<file path="src/rtl/address_access_counter_table_top_assert.svh">
// Assertion macros for the address access counter table.
// Used by address_access_counter_table_top; depends on nothing else.
`ifndef ADDRESS_ACCESS_COUNTER_TABLE_TOP_ASSERT_SVH
`define ADDRESS_ACCESS_COUNTER_TABLE_TOP_ASSERT_SVH

// The consequent must hold in the same cycle as the antecedent.
`define AACT_ASSERT_SAME(lbl, clk, rst, ante, cons, msg) \
   lbl: assert property (@(posedge clk) disable iff (rst) (ante) |-> (cons)) else $error(msg);

// The consequent must hold in the cycle after the antecedent.
`define AACT_ASSERT_NEXT(lbl, clk, rst, ante, cons, msg) \
   lbl: assert property (@(posedge clk) disable iff (rst) (ante) |=> (cons)) else $error(msg);

`endif

</file>
<file path="src/rtl/aact_pkg.sv">
// Types and constants shared by the address access counter table.
// Used by aact_cell and address_access_counter_table_top; no dependencies.
package aact_pkg;

   localparam int unsigned ADDR_W  = 32;
   localparam int unsigned VALUE_W = 32;
   localparam int unsigned COUNT_W = 32;
   localparam int unsigned SLOT_W  = 5;
   localparam int unsigned USED_W  = 6;

   localparam logic [COUNT_W-1:0] COUNT_MAX = '1;

   typedef enum logic {
      OP_RECORD = 1'b0,
      OP_READ   = 1'b1
   } op_type;

   typedef struct packed {
      logic                valid;
      op_type              op;
      logic [ADDR_W-1:0]   address;
      logic [VALUE_W-1:0]  data_value;
      logic [SLOT_W-1:0]   read_index;
      logic                done;
      logic                entry_found;
      logic [SLOT_W-1:0]   slot;
      logic [ADDR_W-1:0]   entry_address;
      logic [COUNT_W-1:0]  access_count;
      logic [VALUE_W-1:0]  last_value;
      logic                dropped;
   } token_type;

endpackage

</file>
<file path="src/rtl/aact_cell.sv">
// One table entry of the address access counter table and its token stage.
// Depends on aact_pkg.
module aact_cell #(
   parameter int CELL_ID = 0
) (
   input  logic                clock,
   input  logic                reset,
   input  aact_pkg::token_type token_in,
   input  logic                used,
   output aact_pkg::token_type token_out,
   output logic                fill
);
   import aact_pkg::*;

   localparam logic [8:0] ID_BITS = 9'(CELL_ID);

   logic [ADDR_W-1:0]  address_ff, address_in;
   logic [COUNT_W-1:0] count_ff, count_in;
   logic [VALUE_W-1:0] last_ff, last_in;
   logic               write_en;
   token_type          token_ff, token_in_next;

   always_comb begin
      token_in_next = token_in;
      address_in    = token_in.address;
      count_in      = count_ff;
      last_in       = token_in.data_value;
      write_en      = 1'b0;
      fill          = 1'b0;
      if (token_in.valid && !token_in.done) begin
         case (token_in.op)
            OP_READ: begin
               if ({4'b0, token_in.read_index} == ID_BITS) begin
                  token_in_next.done = 1'b1;
                  if (used) begin
                     token_in_next.entry_found   = 1'b1;
                     token_in_next.entry_address = address_ff;
                     token_in_next.access_count  = count_ff;
                     token_in_next.last_value    = last_ff;
                  end
               end
            end
            OP_RECORD: begin
               if (used && address_ff == token_in.address) begin
                  address_in = address_ff;
                  count_in   = (count_ff == COUNT_MAX) ? count_ff : count_ff + COUNT_W'(1);
                  write_en   = 1'b1;
                  token_in_next.entry_found = 1'b1;
               end else if (!used) begin
                  count_in = COUNT_W'(1);
                  write_en = 1'b1;
                  fill     = 1'b1;
               end
               if (write_en) begin
                  token_in_next.done          = 1'b1;
                  token_in_next.dropped       = 1'b0;
                  token_in_next.slot          = ID_BITS[SLOT_W-1:0];
                  token_in_next.entry_address = address_in;
                  token_in_next.access_count  = count_in;
                  token_in_next.last_value    = last_in;
               end
            end
            default: begin
               token_in_next = token_in;
            end
         endcase
      end
   end

   always_ff @(posedge clock) begin
      if (reset) begin
         token_ff <= '0;
      end else begin
         token_ff <= token_in_next;
      end
   end

   always_ff @(posedge clock) begin
      if (write_en) begin
         address_ff <= address_in;
         count_ff   <= count_in;
         last_ff    <= last_in;
      end
   end

   assign token_out = token_ff;

endmodule

</file>
<file path="config.mk">
export PLATFORM = sky130hd
export DESIGN_NAME = aact_cell
export DESIGN_NICKNAME = d
export VERILOG_FILES = /design/src/rtl/address_access_counter_table_top_assert.svh /design/src/rtl/aact_pkg.sv /design/src/rtl/aact_cell.sv
export SDC_FILE = /design/constraint.sdc
export NUM_CORES = 1
export LEC_CHECK = 0
export BUFFER_PORTS_ARGS = -buffer_cell sky130_fd_sc_hd__buf_2
export CAP_MARGIN = 40
export CORE_UTILIZATION = 54
export CTS_BUF_LIST = sky130_fd_sc_hd__clkbuf_4 sky130_fd_sc_hd__clkbuf_8
export DETAILED_ROUTE_END_ITERATION = 8
export PLACE_DENSITY = 0.94
export SLEW_MARGIN = 20
export SYNTH_ARGS = -nofsm -noshare
export SYNTH_HDL_FRONTEND = slang
export SYNTH_SLANG_ARGS = --single-unit
</file>
<file path="constraint.sdc">
create_clock -name clock -period 7.19 [get_ports clock]
set_input_delay 1.0785 -clock clock [delete_from_list [all_inputs] [get_ports clock]]
set_output_delay 1.0785 -clock clock [all_outputs]
set_load 0.02 [all_outputs]
</file>
==> flow_summary.json, run 1 <==
{
  "outcome": "finished clean",
  "chipHeight_um": 154.8,
  "cts_buffers": 45,
  "setup_viol": 0,
  "skew_ns": 0.02458,
  "vias": 12250,
  "die_w_um": 154.8,
  "worstReg2RegStart": "address_ff[31]$_DFFE_PP_",
  "fin_area_mm2": 0.01550,
  "switching_share": 0.2622,
  "holdWs_ns": 0.6051,
  "fin_setup_tns_ns": 0,
  "critical_path.max_fanout": 59,
  "hold_path_end": "token_out[3]$_SDFF_PP0_",
  "vdd_drop_max_mv": 0.1608,
  "worst_pin_slew_ns": 0.8626,
  "critPathKind": "in2out",
  "synth_edf_count": 96,
  "cp-start-kind": "input pin",
  "grt_max_degree": 91,
  "rsz0062_at_grt": "false",
  "first_pass_iters": 7,
  "yosysSeqAreaShare": 0.5065,
  "dieArea_mm2": 0.02396,
  "start_util": 0.5535,
  "final_cells": 1924,
  "synth.distinct_cells": 61,
  "hold_path_depth": 2,
  "clock_power_share": 0.402,
  "syn-num-nets": 1472,
  "ctsResizeCount": 0,
  "utilization": 0.6805,
  "synthCells": 1293,
  "antenna_left": 0,
  "drt_iter0_markers": 1499,
  "cts_root_buf": "clkbuf_8",
  "dpl-instance-area_mm2": 0.01448,
  "finalNetCount": 1753,
  "io_pins": 354,
  "max_freq_ghz": 0.2461,
  "post-route-period-util": 0.5652,
  "area_growth_pct": 22.94,
  "critPathArrivalTime_ns": 2.99,
  "antenna_found_initial": 2,
  "powerDensity_mw_per_mm2": 233.4,
  "fill_cells": 1666,
  "core-area_mm2": 0.02278,
  "gr-total-overflow": 0,
  "vias_per_cell": 6.365,
  "ys_warn_count": 0,
  "hold_start": "last_ff[2]$_DFFE_PP_",
  "cts_sinks": 271,
  "htreeDepth": 2,
  "switching_power_mw": 0.9487,
  "dpl.hpwl_mm": 27.00,
  "rrSetupSlack_ns": 3.61,
  "cts_setup_buffers": 0,
  "syn_area_per_cell_um2": 9.751,
  "grt_pass1_vias": 11640,
  "comb_power_share": 0.130,
  "fp-row-count": 55,
  "finalHoldViolCount": 0,
  "r2r_end": "token_out[57]$_SDFF_PP0_",
  "layout-drive-gt1-share": 0.3188,
  "clk_pin_slew_worst_paths_ns": 0.06,
  "power_leakage_nw": 6.376,
  "cap_violations": 0,
  "post_drt_wl_per_cell_um": 21.25,
  "ys_seq_elements": 271,
  "cts_buffer_depth": 3,
  "fin_crit_ns": 4.064,
  "routed_wl_mm": 40.89,
  "finalWeightedCongestion": 0.9783,
  "postSynth.asyncResetShare": 0,
  "postCtsHoldBufs": 0,
  "slew_headroom": 0.4236,
  "total_power_mw": 3.618,
  "cts_tree": "yes",
  "internal_power_mw": 2.669,
  "drc": 0,
  "numPortBuffers": 353,
  "synth_ff_type": "dfxtp_1",
  "crit_required_ns": 6.11,
  "pwr-share-seq": 0.469,
  "dp_cells": 1838,
  "cp-end-kind": "output port",
  "r2r_cells": 8,
  "worst_slack_ns": 3.126,
  "netlist_area_mm2": 0.01261,
  "grtUsageTotal": 0.3314,
  "hp-class": "reg2reg",
  "pre_cts_ws_ns": 2.932,
  "clock_latency_ns": 0.56,
  "grt_pass1_wl_mm": 62.72,
  "drv_slew": 0
}
## cells by family (layout without fill, tap and decap cells)
logic type | after synthesis | after routing | share of synthesized area
DFF | 271 | 271 | 0.5065
xor gates and xnor gates | 63 | 63 | 0.04376
adders and majority gates | 1 | 1 | 0.0009922
muxes | 36 | 36 | 0.02868
and+or+nand+nor | 351 | 351 | 0.1466
other | 0 | 2 | 0
AOI/OAI and AO/OA | 420 | 420 | 0.2257
buffers and inverters | 151 | 467 | 0.04783
## per-layer routing
metal,vias up,global-route usage,part of all wire
met5,-,0,0
met4,0,0.1796,0.050
met3,172,0.06753,0.11
met2,942,0.5389,0.47
met1,5770,0.4147,0.37
li1,5362,-,-
## worst max-delay path: stages
cell,delay (ns)
buf_2,0.14
nor2b_4,0.15
buf_4,0.48
nand2b_1,0.48
nor2_1,0.37
buf_2,0.23
## sequential cells by signal, summed over array words and instances (netlist names)
register,flops
token_out,175
address_ff,32
count_ff,32
last_ff,32
## power by group through the flow
stage	combinational [mW]	sequential, mW	clock [mW]
after floorplan	0.185	1.80	0
after global placement	0.438	1.73	0
after detailed placement	0.456	1.73	0
after CTS	0.460	1.70	1.47
after global routing	0.500	1.70	1.53
final	0.469	1.70	1.45
## worst max-delay path by stage
stage	startpoint	end	slack, ns	cells past startpoint
final	token_in[174]	fill	3.13	6
after global routing	token_in[174]	fill	3.02	6
after CTS	token_in[174]	fill	3.25	6
after detailed placement	used	token_out[54]$_SDFF_PP0_	2.93	9
after global placement	token_in[174]	fill	2.91	6
after floorplan	token_in[164]	address_ff[0]$_DFFE_PP_	1.87	7
## cells in the final DEF (no fill, tap or decap), types with 20 or more instances in the layout
master and instances:
buf_2 351, dfxtp_1 175, nand2_1 107, o21ai_0 99
edfxtp_1 96, nor2b_1 71, a21oi_1 61, o22ai_1 58
clkbuf_8 55, xor2_1 45, a221oi_1 43, nor2_1 41
a22o_1 38, mux2i_1 35, a31o_2 34, a22oi_1 34
nor4_1 23, and2_1 21, buf_4 20
## cells in the mapped netlist, drive strengths merged, types with 21 or more instances
| cell | number | area share |
|---|---|---|
| o22ai | 58 | 0.029 |
| a22o | 38 | 0.026 |
| dfxtp | 175 | 0.28 |
| a22oi | 34 | 0.020 |
| a31o | 34 | 0.024 |
| mux2i | 35 | 0.028 |
| o21ai | 100 | 0.040 |
| a221oi | 43 | 0.030 |
| clkbuf | 116 | 0.035 |
| a21oi | 62 | 0.025 |
| nand2 | 108 | 0.032 |
| nor4 | 26 | 0.015 |
| buf | 27 | 0.011 |
| nor2b | 72 | 0.036 |
| and2 | 21 | 0.010 |
| nor2 | 45 | 0.013 |
| edfxtp | 96 | 0.23 |
| xor2 | 45 | 0.031 |
## layout make-up
cell class,instances,area (µm²),area share
well taps,313,391.6,0.02526
diodes,2,5.005,0.0003229
inverters,8,30.03,0.001937
multi-input cells,871,5683,0.3666
flip-flops and latches,271,6386,0.4120
clock buffers,74,899.6,0.05804
repair buffers,377,2033,0.1312
clock inverters,8,72.57,0.004682
Note: power is estimated with default switching activity, not from simulation.
==> run 2, diff against run 1 <==
clock period = 3.9 ns   (was 7.19 ns; I/O delays follow)
==> run 2 against run 1 <==
Compared with the run above: count of clock-buffer cells in the layout down 1; final area is 0.62% higher; power increased by 90%; sequential share of layout area decreased by 0.25 points; setup slack lost 2.4 ns; clock skew fell by 0.0071 ns; largest cell class unchanged.
==> flow_summary.json, run 2 (synthesis gave the netlist of run 1 again) <==
{
  "max_freq_ghz": 0.3172,
  "slowest_stage": "or2_2",
  "largest_reg_flops": 175,
  "finalWeightedCongestion": 0.9240,
  "cts_tree": "yes",
  "grt_max_degree": 90,
  "numPortBuffers": 353,
  "powerDensity_mw_per_mm2": 439.7,
  "dieArea_mm2": 0.02396,
  "cts_setup_buffers": 0,
  "grt_pass1_vias": 11590,
  "total_power_mw": 6.859,
  "antenna_found_initial": 1,
  "start_util": 0.5535,
  "cap_violations": 0,
  "dpl-instance-area_mm2": 0.01454,
  "drc": 0,
  "vias": 12360,
  "worst_pin_slew_ns": 0.7652,
  "antenna_left": 0,
  "layout-drive-gt1-share": 0.3228,
  "cts_buffer_depth": 3,
  "finalHoldViolCount": 0,
  "multi_input_area_mm2": 0.005678,
  "fin_area_mm2": 0.01560,
  "regArea_mm2": 0.006386,
  "die_w_um": 154.8,
  "post_drt_wl_per_cell_um": 21.99,
  "hp-class": "in2reg",
  "chipHeight_um": 154.8,
  "crit_required_ns": 4.21,
  "dpl.hpwl_mm": 27.86,
  "layout_common_cells": "buf_2, dfxtp_1, nand2_1, o21ai_0, edfxtp_1",
  "crit_chain": "xor2_1 > nor4_1 > nand4_1 > or2_2 > buf_4 > nor4_1 > xor2_1 > and2_1",
  "worst_slack_ns": 0.7478,
  "cts_sinks": 271,
  "first_pass_iters": 6,
  "clk_pin_slew_worst_paths_ns": 0.06,
  "drv_slew": 0,
  "cp-start-kind": "flip-flop",
  "vdd_drop_max_mv": 0.3551,
  "outcome": "finished clean",
  "io_pins": 354,
  "core-area_mm2": 0.02278,
  "pre_cts_ws_ns": 0.4806,
  "area_growth_pct": 23.71,
  "final_common_cell": "buf_2",
  "ctsResizeCount": 0,
  "fill_cells": 1675,
  "cp-end-kind": "flip-flop",
  "setup_viol": 0,
  "cts_buffers": 44,
  "grtUsageTotal": 0.3421,
  "gr-total-overflow": 0,
  "critPathKind": "reg2reg",
  "skew_ns": 0.01751,
  "slew_headroom": 0.4856,
  "post-route-period-util": 0.8082,
  "critical_path.max_fanout": 30,
  "routed_wl_mm": 42.45,
  "finalNetCount": 1761,
  "fin_crit_ns": 3.152,
  "fin_setup_tns_ns": 0,
  "postCtsHoldBufs": 0,
  "max_stage_delay_ns": 0.54,
  "critPathArrivalTime_ns": 3.46,
  "power_leakage_nw": 6.441,
  "drt_iter0_markers": 1598,
  "clock_latency_ns": 0.55,
  "grt_pass1_wl_mm": 64.27,
  "vias_per_cell": 6.402,
  "htreeDepth": 2,
  "fp-row-count": 55,
  "rsz0062_at_grt": "false",
  "cts_root_buf": "clkbuf_8"
}
[run 2: area by class of cell]
| type | count | area share |
|---|---|---|
| well taps | 313 | 0.02511 |
| inverters | 8 | 0.001925 |
| multi-input cells | 871 | 0.3640 |
| repair buffers | 386 | 0.1332 |
| flip-flops and latches | 271 | 0.4094 |
| clock buffers | 73 | 0.05639 |
| diodes | 1 | 0.0001604 |
| clock inverters | 8 | 0.009787 |
[run 2: worst paths after layout]
path	startpoint	end	slack, ns	cells after the start
setup / recovery	address_ff[31]$_DFFE_PP_	count_ff[22]$_DFFE_PP_	0.75	8
hold / removal	token_in[118]	last_ff[9]$_DFFE_PP_	0.24	1
setup reg to reg	address_ff[31]$_DFFE_PP_	count_ff[22]$_DFFE_PP_	0.75	8
hold reg to reg	last_ff[31]$_DFFE_PP_	token_out[32]$_SDFF_PP0_	0.60	2
[run 2: through the flow]
| stage | cells | hold WS, ns | util |
|---|---|---|---|
| 2_1_floorplan | 1293 | 0.5809 | - |
| 3_3_place_gp | 1847 | 0.5863 | 0.6372 |
| 3_5_place_dp | 1848 | 0.5978 | 0.6385 |
| 4_1_cts | 1929 | 0.2229 | 0.6838 |
| 5_1_grt | 1931 | 0.2164 | 0.6848 |
| 6_report | 1931 | 0.2382 | 0.6848 |
[run 2: metal layers]
| layer | part of all wire | global-route usage | vias to the layer above |
|---|---|---|---|
| li1 | - | - | 5372 |
| met1 | 0.37 | 0.4329 | 5882 |
| met2 | 0.47 | 0.5421 | 939 |
| met3 | 0.11 | 0.08686 | 170 |
| met4 | 0.051 | 0.1759 | 0 |
| met5 | 0 | 0 | - |
[run 2: critical path, delay by kind of cell (launching register included)]
family        cells  cell delay, ns
xor+xnor          2            0.33
buf+inv           1            0.31
flops             1            0.42
simple gates      5            1.85
[run 2: report_power, final]
group / leakage (nW) / internal [mW] / total, mW / switching (mW)
logic: 3.56 / 0.328 / 0.879 / 0.551
clock network: 0.544 / 1.69 / 2.85 / 1.16
registers: 2.33 / 3.07 / 3.13 / 0.0574
==> run 3, diff against run 2 <==
clock period = 3.3 ns   (was 3.9 ns; I/O delays follow)
==> run 3 against run 2 <==
Compared with the run above: global-route usage grew 0.39 points; via count grew 0.54%; hold slack lost 0.084 ns; power grew 16%; register-to-register slack lost 0.45 ns; count of clock-buffer cells in the layout grew 1; clock skew grew 0.0038 ns; cell count grew 0.57%; first-iteration DRC count grew 6.1%; sequential cell count is the same; non-clock buffer count grew 4; critical path type unchanged; largest cell class unchanged.
==> flow_summary.json, run 3 (synthesis gave the netlist of run 1 again) <==
{
  "outcome": "finished clean",
  "area_growth_pct": 23.96,
  "cap_violations": 0,
  "r2r_end": "token_out[58]$_SDFF_PP0_",
  "cts_buffer_depth": 3,
  "grtUsageTotal": 0.3460,
  "vias": 12430,
  "hold_path_end": "token_out[97]$_SDFF_PP0_",
  "pwr-share-seq": 0.465,
  "ctsResizeCount": 0,
  "critPathKind": "reg2reg",
  "numPortBuffers": 353,
  "hold_start": "token_in[97]",
  "worstSetupPathDepth": 9,
  "critical_path.max_fanout": 40,
  "drt_iter0_markers": 1696,
  "grtUsageMet1": 0.4351,
  "final_common_cell": "buf_2",
  "crit_family": "simple AND/OR/NAND/NOR gates",
  "grt_max_degree": 59,
  "utilization": 0.6861,
  "core-area_mm2": 0.02278,
  "first_pass_iters": 6,
  "cts_tree": "yes",
  "finalHoldViolCount": 0,
  "vdd_drop_max_mv": 0.4116,
  "chipHeight_um": 154.8,
  "cts_buffers": 45,
  "fin_crit_ns": 2.998,
  "dpl.hpwl_mm": 28.75,
  "die_w_um": 154.8,
  "grt.busiest_layer": "met2",
  "antenna_left": 0,
  "postCtsHoldBufs": 0,
  "antenna_found_initial": 5,
  "slew_headroom": 0.5252,
  "switching_share": 0.2642,
  "rrSetupSlack_ns": 0.30,
  "fp-row-count": 55,
  "cts_sinks": 271,
  "max_stage_delay_ns": 0.51,
  "vias_per_cell": 6.401,
  "powerDensity_mw_per_mm2": 509.3,
  "layout-drive-gt1-share": 0.3239,
  "drv_slew": 0,
  "critPathArrivalTime_ns": 3.42,
  "fin_setup_tns_ns": 0,
  "crit_required_ns": 3.73,
  "clock_latency_ns": 0.55,
  "grt_pass1_vias": 11790,
  "clock_power_share": 0.405,
  "drc": 0,
  "comb_power_share": 0.130,
  "post_drt_wl_per_cell_um": 22.29,
  "finalWeightedCongestion": 0.9546,
  "clk_pin_slew_worst_paths_ns": 0.06,
  "largest_reg_flops": 175,
  "worst_pin_slew_ns": 0.7067,
  "layout_common_cells": "buf_2, dfxtp_1, nand2_1, o21ai_0, edfxtp_1",
  "post-route-period-util": 0.9084,
  "skew_ns": 0.02135,
  "crit_chain": "xor2_1 > nor4_1 > nand4_1 > or2_2 > buf_12 > nor2_1 > buf_4 > o21ai_0 > a221oi_1",
  "gr-usage-met3": 0.07985,
  "finalNetCount": 1766,
  "io_pins": 354,
  "internal_power_mw": 5.856,
  "met2_usage": 0.5561,
  "switching_power_mw": 2.103,
  "htreeDepth": 2,
  "setup_viol": 0,
  "dieArea_mm2": 0.02396,
  "worstReg2RegStart": "address_ff[29]$_DFFE_PP_",
  "fill_cells": 1672,
  "routed_wl_mm": 43.29,
  "cp-end-kind": "flip-flop",
  "worst-path-buf-inv": 2,
  "r2r_cells": 9,
  "slowest_stage": "or2_2",
  "hp-class": "in2reg",
  "hold_path_depth": 2,
  "power_leakage_nw": 6.446,
  "start_util": 0.5535,
  "cp-start-kind": "flip-flop",
  "grt_pass1_wl_mm": 65.13,
  "cts_root_buf": "clkbuf_8",
  "cts_setup_buffers": 0,
  "rsz0062_at_grt": "false",
  "gr-total-overflow": 0,
  "max_freq_ghz": 0.3336
}
[run 3: cell count changes in the layout (fill, tap and decap cells not counted), sizes merged]
cell and change:
clkinv +6, buf +4, diode +4, bufinv -3
inv -2, clkbuf +1, clkinvlp +1
[run 3: layout make-up]
class                   instances  area [µm²]  area share
clock buffers                  74       918.4     0.05876
well taps                     313       391.6     0.02506
multi-input cells             871        5678      0.3633
flip-flops and latches        271        6386      0.4086
clock inverters                10       87.58    0.005604
diodes                          5       12.51   0.0008006
inverters                       8       30.03    0.001921
repair buffers                390        2125      0.1359
[run 3: layer usage]
layer	vias up	part of all wire	routed length, µm
met5	-	0	0
met4	0	0.052	2234
met3	179	0.12	5011
met2	1047	0.46	19990
met1	5817	0.37	16050
li1	5387	-	-
[run 3: through the flow]
stage / instances / power, mW / instance area [µm²] / worst slack [ns] / hold WS, ns
2_1_floorplan: 1293 / 4.331 / 12620 / 0.3199 / 0.5809
3_3_place_gp: 1852 / 4.732 / 14600 / 0.2185 / 0.5858
3_5_place_dp: 1852 / 4.773 / 14600 / 0.1849 / 0.6065
4_1_cts: 1936 / 7.960 / 15610 / 0.3690 / 0.1289
5_1_grt: 1941 / 8.189 / 15630 / 0.09181 / 0.1206
6_report: 1942 / 7.959 / 15630 / 0.3024 / 0.1545
[run 3: how the worst max path moves through the flow]
stage,startpoint,end,slack [ns]
finish,address_ff[29]$_DFFE_PP_,token_out[58]$_SDFF_PP0_,0.30
global route,address_ff[31]$_DFFE_PP_,token_out[57]$_SDFF_PP0_,0.09
CTS,address_ff[29]$_DFFE_PP_,token_out[58]$_SDFF_PP0_,0.37
detailed placement,token_in[170],token_out[58]$_SDFF_PP0_,0.18
global placement,token_in[170],token_out[45]$_SDFF_PP0_,0.22
floorplan,token_in[164],address_ff[0]$_DFFE_PP_,0.32
[run 3: power groups by stage]
| stage | Sequential (mW) | Clock [mW] | Combinational (mW) |
|---|---|---|---|
| floorplan | 3.93 | 0 | 0.405 |
| global placement | 3.76 | 0 | 0.973 |
| detailed placement | 3.76 | 0 | 1.01 |
| CTS | 3.70 | 3.25 | 1.02 |
| global route | 3.71 | 3.39 | 1.09 |
| finish | 3.70 | 3.23 | 1.04 |
